<file path="src/rtl/core/clnw_pkg.sv">
// Types, constants and helper functions of the LCD nibble writer.
// Depends on nothing; every other file of the block but the macro header uses it.
`default_nettype none

package clnw_pkg;

    localparam int LINE_CHARS = 16;
    // Cursor must hold both 2*LINE_CHARS-1 and a move to row 1, column 15
    localparam int POS_COUNT  = (2 * LINE_CHARS > LINE_CHARS + 16) ?
                                (2 * LINE_CHARS) : (LINE_CHARS + 16);
    localparam int CUR_W      = $clog2(POS_COUNT);

    localparam int Q_AW        = 2;
    localparam int QUEUE_DEPTH = 2 ** Q_AW;

    typedef logic [CUR_W-1:0] pos_t;
    typedef logic [CUR_W:0]   pos_ext_t;

    // Request codes
    localparam logic [2:0] CMD_DATA   = 3'd0;
    localparam logic [2:0] CMD_BYTE   = 3'd1;
    localparam logic [2:0] CMD_MOVE   = 3'd2;
    localparam logic [2:0] CMD_CLEAR  = 3'd3;
    localparam logic [2:0] CMD_NUMBER = 3'd4;
    localparam logic [2:0] CMD_INIT   = 3'd5;

    // Display bytes
    localparam logic [7:0] LCD_LINE2  = 8'hC0;
    localparam logic [7:0] LCD_HOME   = 8'h80;
    localparam logic [7:0] LCD_ROW2   = 8'h40;
    localparam logic [7:0] LCD_CLEAR  = 8'h01;
    localparam logic [7:0] ASCII_ZERO = 8'h30;

    localparam logic [13:0] NUMBER_MAX = 14'd9999;
    localparam logic [3:0]  INIT_LAST  = 4'd11;

    typedef enum logic [1:0] {
        JOB_DATA,
        JOB_CMD,
        JOB_SETPOS,
        JOB_INIT
    } kind_t;

    typedef struct packed {
        kind_t      kind;
        logic [7:0] code;
        pos_t       pos;
        logic       last;
    } job_t;

    typedef struct packed {
        logic [2:0]  cmd;
        logic [7:0]  data_byte;
        logic        row;
        logic [3:0]  column;
        logic [13:0] number;
    } in_item_t;

    typedef struct packed {
        logic [3:0] nibble;
        logic       rs;
        logic       last;
    } out_item_t;

    // Power-on sequence: 3,3,3,2 then 0x28, 0x08, 0x01, 0x0F by nibbles
    function automatic logic [3:0] init_nibble(input logic [3:0] step);
        logic [3:0] nib;
        unique case (step)
            4'd0:    nib = 4'h3;
            4'd1:    nib = 4'h3;
            4'd2:    nib = 4'h3;
            4'd3:    nib = 4'h2;
            4'd4:    nib = 4'h2;
            4'd5:    nib = 4'h8;
            4'd6:    nib = 4'h0;
            4'd7:    nib = 4'h8;
            4'd8:    nib = 4'h0;
            4'd9:    nib = 4'h1;
            4'd10:   nib = 4'h0;
            4'd11:   nib = 4'hF;
            default: nib = 4'h0;
        endcase
        return nib;
    endfunction

    // Decimal weight of digit slot, most significant first
    function automatic logic [13:0] dec_weight(input logic [1:0] idx);
        logic [13:0] w;
        unique case (idx)
            2'd0: w = 14'd1000;
            2'd1: w = 14'd100;
            2'd2: w = 14'd10;
            2'd3: w = 14'd1;
        endcase
        return w;
    endfunction

endpackage

`default_nettype wire

</file>
<file path="src/rtl/core/clnw_front.sv">
// Front end: accept requests, turn them into jobs, split numbers into digits.
// Depends on clnw_pkg.
`default_nettype none

module clnw_front (
    input  wire logic               clk,
    input  wire logic               rst_n,
    input  wire logic               push,
    output logic                    full,
    input  wire clnw_pkg::in_item_t item,
    input  wire logic               q_full,
    output logic                    job_push,
    output clnw_pkg::job_t          job
);

    logic        busy_reg, busy_next;
    logic [1:0]  idx_reg, idx_next;
    logic [13:0] rem_reg, rem_next;

    logic        accept;
    logic [13:0] number_sat;
    logic [13:0] dig_src;
    logic [1:0]  dig_idx;
    logic [13:0] weight;
    logic [3:0]  digit;
    logic [17:0] prod;
    logic [13:0] rem_after;
    clnw_pkg::pos_t pos_calc;
    logic [7:0]  pos8;
    logic [7:0]  move_code;

    assign full   = busy_reg || q_full;
    assign accept = push && !full;

    assign number_sat = (item.number > clnw_pkg::NUMBER_MAX) ? clnw_pkg::NUMBER_MAX
                                                             : item.number;
    assign dig_src = busy_reg ? rem_reg : number_sat;
    assign dig_idx = busy_reg ? idx_reg : 2'd0;
    assign weight  = clnw_pkg::dec_weight(dig_idx);

    // Digit is the count of multiples of the weight that fit
    always_comb
    begin
        digit = 4'd0;
        for (int k = 1; k <= 9; k++)
        begin
            if (18'(dig_src) >= 18'(k) * 18'(weight))
            begin
                digit = 4'(k);
            end
        end
    end

    assign prod      = 18'(digit) * 18'(weight);
    assign rem_after = dig_src - prod[13:0];

    assign pos_calc = clnw_pkg::pos_t'(item.row ? clnw_pkg::LINE_CHARS : 0)
                    + clnw_pkg::pos_t'(item.column);
    assign pos8     = 8'(pos_calc);

    always_comb
    begin
        if (pos8 < 8'(clnw_pkg::LINE_CHARS))
        begin
            move_code = clnw_pkg::LCD_HOME | pos8;
        end
        else if (pos8 < 8'(2 * clnw_pkg::LINE_CHARS))
        begin
            move_code = clnw_pkg::LCD_HOME
                      | (pos8 - 8'(clnw_pkg::LINE_CHARS) + clnw_pkg::LCD_ROW2);
        end
        else
        begin
            move_code = clnw_pkg::LCD_HOME
                      | (pos8 - 8'(2 * clnw_pkg::LINE_CHARS) + clnw_pkg::LCD_ROW2);
        end
    end

    // Job build
    always_comb
    begin
        job.kind = clnw_pkg::JOB_DATA;
        job.code = item.data_byte;
        job.pos  = '0;
        job.last = 1'b1;
        job_push = 1'b0;
        if (busy_reg)
        begin
            job.code = clnw_pkg::ASCII_ZERO | {4'd0, digit};
            job.last = (idx_reg == 2'd3);
            job_push = !q_full;
        end
        else
        begin
            unique case (item.cmd)
                clnw_pkg::CMD_DATA:
                begin
                    job_push = accept;
                end
                clnw_pkg::CMD_BYTE:
                begin
                    job.kind = clnw_pkg::JOB_CMD;
                    job_push = accept;
                end
                clnw_pkg::CMD_MOVE:
                begin
                    job.kind = clnw_pkg::JOB_SETPOS;
                    job.code = move_code;
                    job.pos  = pos_calc;
                    job_push = accept;
                end
                clnw_pkg::CMD_CLEAR:
                begin
                    job.kind = clnw_pkg::JOB_SETPOS;
                    job.code = clnw_pkg::LCD_CLEAR;
                    job_push = accept;
                end
                clnw_pkg::CMD_NUMBER:
                begin
                    job.code = clnw_pkg::ASCII_ZERO | {4'd0, digit};
                    job.last = 1'b0;
                    job_push = accept;
                end
                clnw_pkg::CMD_INIT:
                begin
                    job.kind = clnw_pkg::JOB_INIT;
                    job_push = accept;
                end
                default:
                begin
                    job_push = 1'b0;
                end
            endcase
        end
    end

    // Digit walk: advance one digit per queue slot
    always_comb
    begin
        busy_next = busy_reg;
        idx_next  = idx_reg;
        rem_next  = rem_reg;
        if (busy_reg)
        begin
            if (!q_full)
            begin
                idx_next = idx_reg + 2'd1;
                rem_next = rem_after;
                if (idx_reg == 2'd3)
                begin
                    busy_next = 1'b0;
                end
            end
        end
        else if (accept && item.cmd == clnw_pkg::CMD_NUMBER)
        begin
            busy_next = 1'b1;
            idx_next  = 2'd1;
            rem_next  = rem_after;
        end
    end

    always_ff @(posedge clk or negedge rst_n)
    begin
        if (!rst_n)
        begin
            busy_reg <= 1'b0;
            idx_reg  <= 2'd0;
        end
        else
        begin
            busy_reg <= busy_next;
            idx_reg  <= idx_next;
        end
    end

    always_ff @(posedge clk)
    begin
        rem_reg <= rem_next;
    end

endmodule

`default_nettype wire

</file>
<file path="src/rtl/core/clnw_queue.sv">
// Short job queue between front and back end, in flip-flops.
// Depends on clnw_pkg.
`default_nettype none

module clnw_queue (
    input  wire logic           clk,
    input  wire logic           rst_n,
    input  wire logic           wr_en,
    input  wire clnw_pkg::job_t wr_data,
    output logic                full,
    input  wire logic           rd_en,
    output clnw_pkg::job_t      rd_data,
    output logic                empty
);

    clnw_pkg::job_t              slots_reg [clnw_pkg::QUEUE_DEPTH];
    logic [clnw_pkg::Q_AW-1:0]   wr_ptr_reg, wr_ptr_next;
    logic [clnw_pkg::Q_AW-1:0]   rd_ptr_reg, rd_ptr_next;
    logic [clnw_pkg::Q_AW:0]     count_reg, count_next;
    logic                        do_wr, do_rd;

    assign full    = count_reg[clnw_pkg::Q_AW];
    assign empty   = (count_reg == '0);
    assign rd_data = slots_reg[rd_ptr_reg];

    assign do_wr = wr_en && !full;
    assign do_rd = rd_en && !empty;

    always_comb
    begin
        wr_ptr_next = do_wr ? wr_ptr_reg + 1'b1 : wr_ptr_reg;
        rd_ptr_next = do_rd ? rd_ptr_reg + 1'b1 : rd_ptr_reg;
        count_next  = count_reg;
        if (do_wr && !do_rd)
        begin
            count_next = count_reg + 1'b1;
        end
        else if (do_rd && !do_wr)
        begin
            count_next = count_reg - 1'b1;
        end
    end

    always_ff @(posedge clk or negedge rst_n)
    begin
        if (!rst_n)
        begin
            wr_ptr_reg <= '0;
            rd_ptr_reg <= '0;
            count_reg  <= '0;
        end
        else
        begin
            wr_ptr_reg <= wr_ptr_next;
            rd_ptr_reg <= rd_ptr_next;
            count_reg  <= count_next;
        end
    end

    always_ff @(posedge clk)
    begin
        if (do_wr)
        begin
            slots_reg[wr_ptr_reg] <= wr_data;
        end
    end

endmodule

`default_nettype wire

</file>
<file path="src/rtl/core/clnw_back.sv">
// Back end: play out each job as nibbles, track the cursor, hold the output word.
// Depends on clnw_pkg.
`default_nettype none

module clnw_back (
    input  wire logic           clk,
    input  wire logic           rst_n,
    input  wire clnw_pkg::job_t job,
    input  wire logic           job_valid,
    output logic                job_pop,
    output clnw_pkg::out_item_t result,
    output logic                empty,
    input  wire logic           pop
);

    clnw_pkg::pos_t      cursor_reg, cursor_next;
    logic [3:0]          step_reg, step_next;
    logic                out_valid_reg, out_valid_next;
    clnw_pkg::out_item_t out_reg, out_next;

    logic                emit;
    logic                pre, post;
    clnw_pkg::pos_ext_t  cur_inc;
    logic [3:0]          slot;
    logic [3:0]          n_last;
    logic                is_final;
    logic [3:0]          nib;
    logic                rs;

    assign emit = job_valid && (!out_valid_reg || pop);

    // Line-two jump before the byte, home after the byte that wraps
    assign pre     = (cursor_reg == clnw_pkg::pos_t'(clnw_pkg::LINE_CHARS));
    assign cur_inc = clnw_pkg::pos_ext_t'(cursor_reg) + 1'b1;
    assign post    = (cur_inc >= clnw_pkg::pos_ext_t'(2 * clnw_pkg::LINE_CHARS));

    always_comb
    begin
        slot   = step_reg;
        n_last = 4'd1;
        nib    = 4'h0;
        rs     = 1'b0;
        unique case (job.kind)
            clnw_pkg::JOB_DATA:
            begin
                slot   = pre ? step_reg : step_reg + 4'd2;
                n_last = 4'd1 + (pre ? 4'd2 : 4'd0) + (post ? 4'd2 : 4'd0);
                case (slot)
                    4'd0:    nib = clnw_pkg::LCD_LINE2[7:4];
                    4'd1:    nib = clnw_pkg::LCD_LINE2[3:0];
                    4'd2:    nib = job.code[7:4];
                    4'd3:    nib = job.code[3:0];
                    4'd4:    nib = clnw_pkg::LCD_HOME[7:4];
                    4'd5:    nib = clnw_pkg::LCD_HOME[3:0];
                    default: nib = 4'h0;
                endcase
                rs = (slot == 4'd2) || (slot == 4'd3);
            end
            clnw_pkg::JOB_CMD, clnw_pkg::JOB_SETPOS:
            begin
                nib = step_reg[0] ? job.code[3:0] : job.code[7:4];
            end
            clnw_pkg::JOB_INIT:
            begin
                n_last = clnw_pkg::INIT_LAST;
                nib    = clnw_pkg::init_nibble(step_reg);
            end
        endcase
    end

    assign is_final = (step_reg == n_last);
    assign job_pop  = emit && is_final;

    always_comb
    begin
        step_next      = step_reg;
        cursor_next    = cursor_reg;
        out_next       = out_reg;
        out_valid_next = out_valid_reg && !pop;
        if (emit)
        begin
            out_valid_next = 1'b1;
            out_next.nibble = nib;
            out_next.rs     = rs;
            out_next.last   = is_final && job.last;
            step_next       = is_final ? 4'd0 : step_reg + 4'd1;
            if (is_final)
            begin
                unique case (job.kind)
                    clnw_pkg::JOB_DATA:   cursor_next = post ? '0 : cur_inc[clnw_pkg::CUR_W-1:0];
                    clnw_pkg::JOB_CMD:    cursor_next = cursor_reg;
                    clnw_pkg::JOB_SETPOS: cursor_next = job.pos;
                    clnw_pkg::JOB_INIT:   cursor_next = '0;
                endcase
            end
        end
    end

    always_ff @(posedge clk or negedge rst_n)
    begin
        if (!rst_n)
        begin
            cursor_reg    <= '0;
            step_reg      <= 4'd0;
            out_valid_reg <= 1'b0;
        end
        else
        begin
            cursor_reg    <= cursor_next;
            step_reg      <= step_next;
            out_valid_reg <= out_valid_next;
        end
    end

    always_ff @(posedge clk)
    begin
        out_reg <= out_next;
    end

    assign result = out_reg;
    assign empty  = !out_valid_reg;

endmodule

`default_nettype wire

</file>
<file path="src/rtl/core/char_lcd_nibble_writer.sv">
// Top level of the 4-bit character LCD writer: front end, job queue, back end.
// Depends on clnw_pkg, clnw_front, clnw_queue and clnw_back.
//
//   channel   direction  handshake          word
//   request   in         push / full        item   (cmd, data_byte, row, column, number)
//   nibble    out        empty / pop        result (nibble, rs, last)
//
// The back end sends one nibble per cycle while jobs wait and nibbles are popped.
// An item has 2 nibbles for a command, move or clear, 2 to 4 for a data byte,
// 8 to 10 for a number, 12 for initialize. A number keeps full high after
// acceptance while its other digits enter the queue, one digit per cycle unless
// the queue is full. With nothing in flight an accepted item is written into the
// job queue, and its first nibble then goes through the output register to the
// result port. Reset empties the queue and the output stage and zeroes the
// cursor; full and empty stall each side on its own through the four-entry job queue.
`default_nettype none

module char_lcd_nibble_writer (
    input  wire logic               clk,
    input  wire logic               rst_n,
    input  wire logic               push,
    output logic                    full,
    input  wire clnw_pkg::in_item_t item,
    output logic                    empty,
    input  wire logic               pop,
    output clnw_pkg::out_item_t     result
);

    // Jobs from the front end into the queue
    clnw_pkg::job_t fe_job;
    logic           fe_push;
    logic           q_full;

    // Queue head toward the back end
    clnw_pkg::job_t q_head;
    logic           q_empty;
    logic           be_pop;

    // Accept requests, classify them, split numbers into digit jobs
    clnw_front u_front (
        .clk      (clk),
        .rst_n    (rst_n),
        .push     (push),
        .full     (full),
        .item     (item),
        .q_full   (q_full),
        .job_push (fe_push),
        .job      (fe_job)
    );

    // Decouple the two sides so either can stall alone
    clnw_queue u_queue (
        .clk     (clk),
        .rst_n   (rst_n),
        .wr_en   (fe_push),
        .wr_data (fe_job),
        .full    (q_full),
        .rd_en   (be_pop),
        .rd_data (q_head),
        .empty   (q_empty)
    );

    // Play out jobs as nibbles; insert line and home commands on cursor wrap
    clnw_back u_back (
        .clk       (clk),
        .rst_n     (rst_n),
        .job       (q_head),
        .job_valid (!q_empty),
        .job_pop   (be_pop),
        .result    (result),
        .empty     (empty),
        .pop       (pop)
    );

endmodule

`default_nettype wire

</file>
<file path="config.mk">
export PLATFORM = sky130hd
export DESIGN_NAME = char_lcd_nibble_writer
export DESIGN_NICKNAME = d
export VERILOG_FILES = /design/src/rtl/core/clnw_pkg.sv /design/src/rtl/core/clnw_front.sv /design/src/rtl/core/clnw_queue.sv /design/src/rtl/core/clnw_back.sv /design/src/rtl/core/char_lcd_nibble_writer.sv
export SDC_FILE = /design/constraint.sdc
export NUM_CORES = 1
export LEC_CHECK = 0
export BUFFER_PORTS_ARGS = -buffer_cell sky130_fd_sc_hd__buf_2
export CELL_PAD_IN_SITES_DETAIL_PLACEMENT = 0
export CELL_PAD_IN_SITES_GLOBAL_PLACEMENT = 2
export CORE_AREA = 2 2 142 144
export CTS_CLUSTER_SIZE = 10
export DETAILED_ROUTE_END_ITERATION = 12
export DIE_AREA = 0 0 144 146
export PLACE_DENSITY = 0.94
export SETUP_SLACK_MARGIN = 0.4
export SLEW_MARGIN = 15
export SYNTH_ARGS = -nofsm -noshare
export SYNTH_HDL_FRONTEND = slang
export SYNTH_SLANG_ARGS = --single-unit
</file>
<file path="constraint.sdc">
create_clock -name clk -period 10.7 [get_ports clk]
set_input_delay 0.535 -clock clk [delete_from_list [all_inputs] [get_ports clk]]
set_output_delay 0.535 -clock clk [all_outputs]
set_load 0.02 [all_outputs]
</file>
==> impl_metrics.ini <==
[synthesis]
synth_seq_cells = 104
synthArstFlopShare_pct = 19.2
synth_compound_area_share_pct = 16.2
synthFlopType = edfxtp_1
synthesis.nets = 998
synthMuxAreaShare_pct = 4.74
synth-xor-area-share_pct = 2.96
synth-adder-area-share_pct = 22.6
synth-simple-area-share_pct = 13.8
avgSynthCellArea_um2 = 10.4
netlist_instances = 824
yosys_warnings = 0
synth_top_family_by_area = adder cells
syn_area_um2 = 8580
synth_edf_count = 84
ys_types = 80
seq_area_frac_synth_pct = 35.2

[global_routing]
overflow = 0
grt_pass1_vias = 6421
grt_max_degree = 37
grt_pass1_wl_um = 34200
grtUsageTotal_pct = 21.1
antenna_found_initial = 1

[detailed_routing]
routed_wl_um = 21300
remaining_drc_errors = 0
post_drt_wl_per_cell_um = 18.7
first_iter_violations = 452
vias = 6315
drtAntennaViolNets = 0
dr.pass1.iters = 5
routed_via_density = 5.57

[clocking]
hold_buffers = 0
htree_levels = 3
cts_setup_buffers = 0
clk_path_buf_depth = 2
clock-sinks = 104
path_clk_slew_ps = 80
cts-root-buf = clkbuf_16
numCtsBuffers = 9
cts_resized = 0
cts_tree = yes
clkLatencyLatePin_ps = 350

[sta]
slew_headroom_pct = 41.5
timing.hold.ws_ps = 137
finalSetupViolCount = 0
rsz0062_at_grt = false
tightest_slew_ps = 869
worst_slack_ps = 2160
fin_crit_sh_pct = 79.8
hold_viol_final = 0
fin_skew_ps = 10.3
tns_ps = 0
drv_slew = 0
fmax_ghz = 0.117
period_needed_ps = 8540

[critical_path]
crit_path_end_kind = register
r2r_cells = 26
worstPathMaxFanout = 36
crit_type = reg -> reg
start_kind = register
crit_required_ps = 10800
cp.arrival_ps = 8640

[final_layout]
register_area_um2 = 3020
fillers = 1794
nets = 1037
multi_input_area_um2 = 5170
area_delta_synth_final_pct = 9.30
finalInstanceArea_um2 = 9380
largest_register_ffs = 64
drive_gt1_share_pct = 11.5

[placement]
dpl.hpwl_um = 16700
placed_cell_area_um2 = 9060
post-place-ws_ps = 2380
io_buffers = 41
gp_congestion = 0.846

[floorplanning]
ios = 42
die_x_um = 144
chipHeight_um = 146
rows = 51
design.core.area_um2 = 19300
die-area_um2 = 21000
start_util_pct = 44.4

[run_status]
outcome = complete, no violations

[hold_path]
hold_class = in -> async

[flow_run]
maxCapViolations = 0
[path summary, 6_finish.rpt]
kind | start | end | slack [ps]
setup / recovery | u_front.busy_reg | u_front.rem_reg[13] | 2160
hold / removal | rst_n | u_back.step_reg[2] | 140
setup reg to reg | u_front.busy_reg | u_front.rem_reg[13] | 2160
hold reg to reg | u_queue.count_reg[0] | u_queue.count_reg[0] | 540
max in group asynchronous | rst_n | u_back.step_reg[3] | 10230
min in group clk | pop | u_back.out_valid_reg | 380
[final cells by class]
class | count | share of cell area, %
Antenna cell | 1 | 0.0267
Clock inverter | 7 | 0.960
Tap cell | 265 | 3.53
Inverter | 83 | 3.32
Sequential cell | 104 | 32.2
Clock buffer | 9 | 2.40
Timing Repair Buffer | 44 | 2.43
Multi-Input combinational cell | 621 | 55.1
[worst max-delay path, stage by stage (launching register included)]
cell and delay [ps]:
dfrtp_1 330, buf_4 340, nand2_1 240, inv_1 610, ha_1 430, nand3_1 120, o31ai_1 260, xor2_1 200
ha_1 270, a21oi_1 150, a21oi_1 80, a2111o_1 380, o22ai_1 560, nand3_1 380, a31o_2 390, or2_1 280
fa_1 510, fa_1 520, inv_1 50, fa_1 530, inv_1 40, ha_1 330, nor2_1 70, a2111oi_0 710
a311o_1 270, a21oi_1 80, xnor2_1 120
[cell usage in the layout, fill, tap and decap left out, types with 4 or more instances in the layout]
cell type  instances
a2111oi_0          4
a211o_1            7
a211oi_1          11
a21o_1            16
a21oi_1           45
a22oi_1            7
a31oi_1           11
and2_1            20
and3_1             4
and4_1             5
buf_2             41
clkbuf_16          9
dfrtp_1           20
edfxtp_1          84
fa_1              25
ha_1             115
inv_1             79
mux4_2            16
nand2_1           58
nand2b_1           9
nand3_1           23
nand4_1            7
nor2_1            56
nor2b_1           13
nor3_1            17
nor3b_1            6
o211ai_1           9
o21a_1             8
o21ai_0           30
o22ai_1            4
o31ai_1            4
or2_2              5
xnor2_1           22
xor2_1             7
[cells in the mapped netlist, drive strengths merged, types with 6 or more instances]
cell type  count  area, µm²
or2            9       56.3
a22oi          8       65.1
a21oi         45        225
nor3b          6       45.0
buf            9       52.6
mux4          16        360
edfxtp        84       2520
ha           115       1440
nand2b         9       56.3
inv           80        300
a31oi         11       68.8
clkbuf         7       26.3
nor2          57        216
nand2         58        218
a211oi        11       82.6
o21ai         33        165
o211ai        10       80.1
fa            25        500
nor2b         13       81.3
nand4          8       56.3
and2          20        125
xnor2         22        193
nor3          17       85.1
xor2           7       61.3
o21a           8       60.1
nand3         23        115
a211o          8       71.3
a21o          16        120
dfrtp         20        500
[per-layer routing]
metal	vias up	track usage (%)	part of all wire [%]	wire [µm]
met3	35	3.03	3.6	761
li1	3108	-	-	-
met4	0	6.27	2.6	552
met1	3026	28.3	46	9730
met5	-	0	0	0
met2	146	35.4	48	10200
[through the flow]
stage / cells / utilization [%]
4_1_cts: 1133 / 48.5
3_5_place_dp: 1117 / 46.9
2_1_floorplan: 824 / -
6_report: 1134 / 48.5
5_1_grt: 1133 / 48.5
3_3_place_gp: 1117 / 46.9
[cell families (layout without fill, tap and decap cells)]
family,after synthesis,in the layout
adders and majority gates,140,140
and+or+nand+nor,234,234
other,0,1
buffers and inverters,99,143
DFF,104,104
AOI/OAI and AO/OA,198,198
xor gates and xnor gates,29,29
muxes,20,20
Power is left out: the tool's default activity adds up to more than one toggle a clock period on the data nets, which glitch-free logic cannot reach.
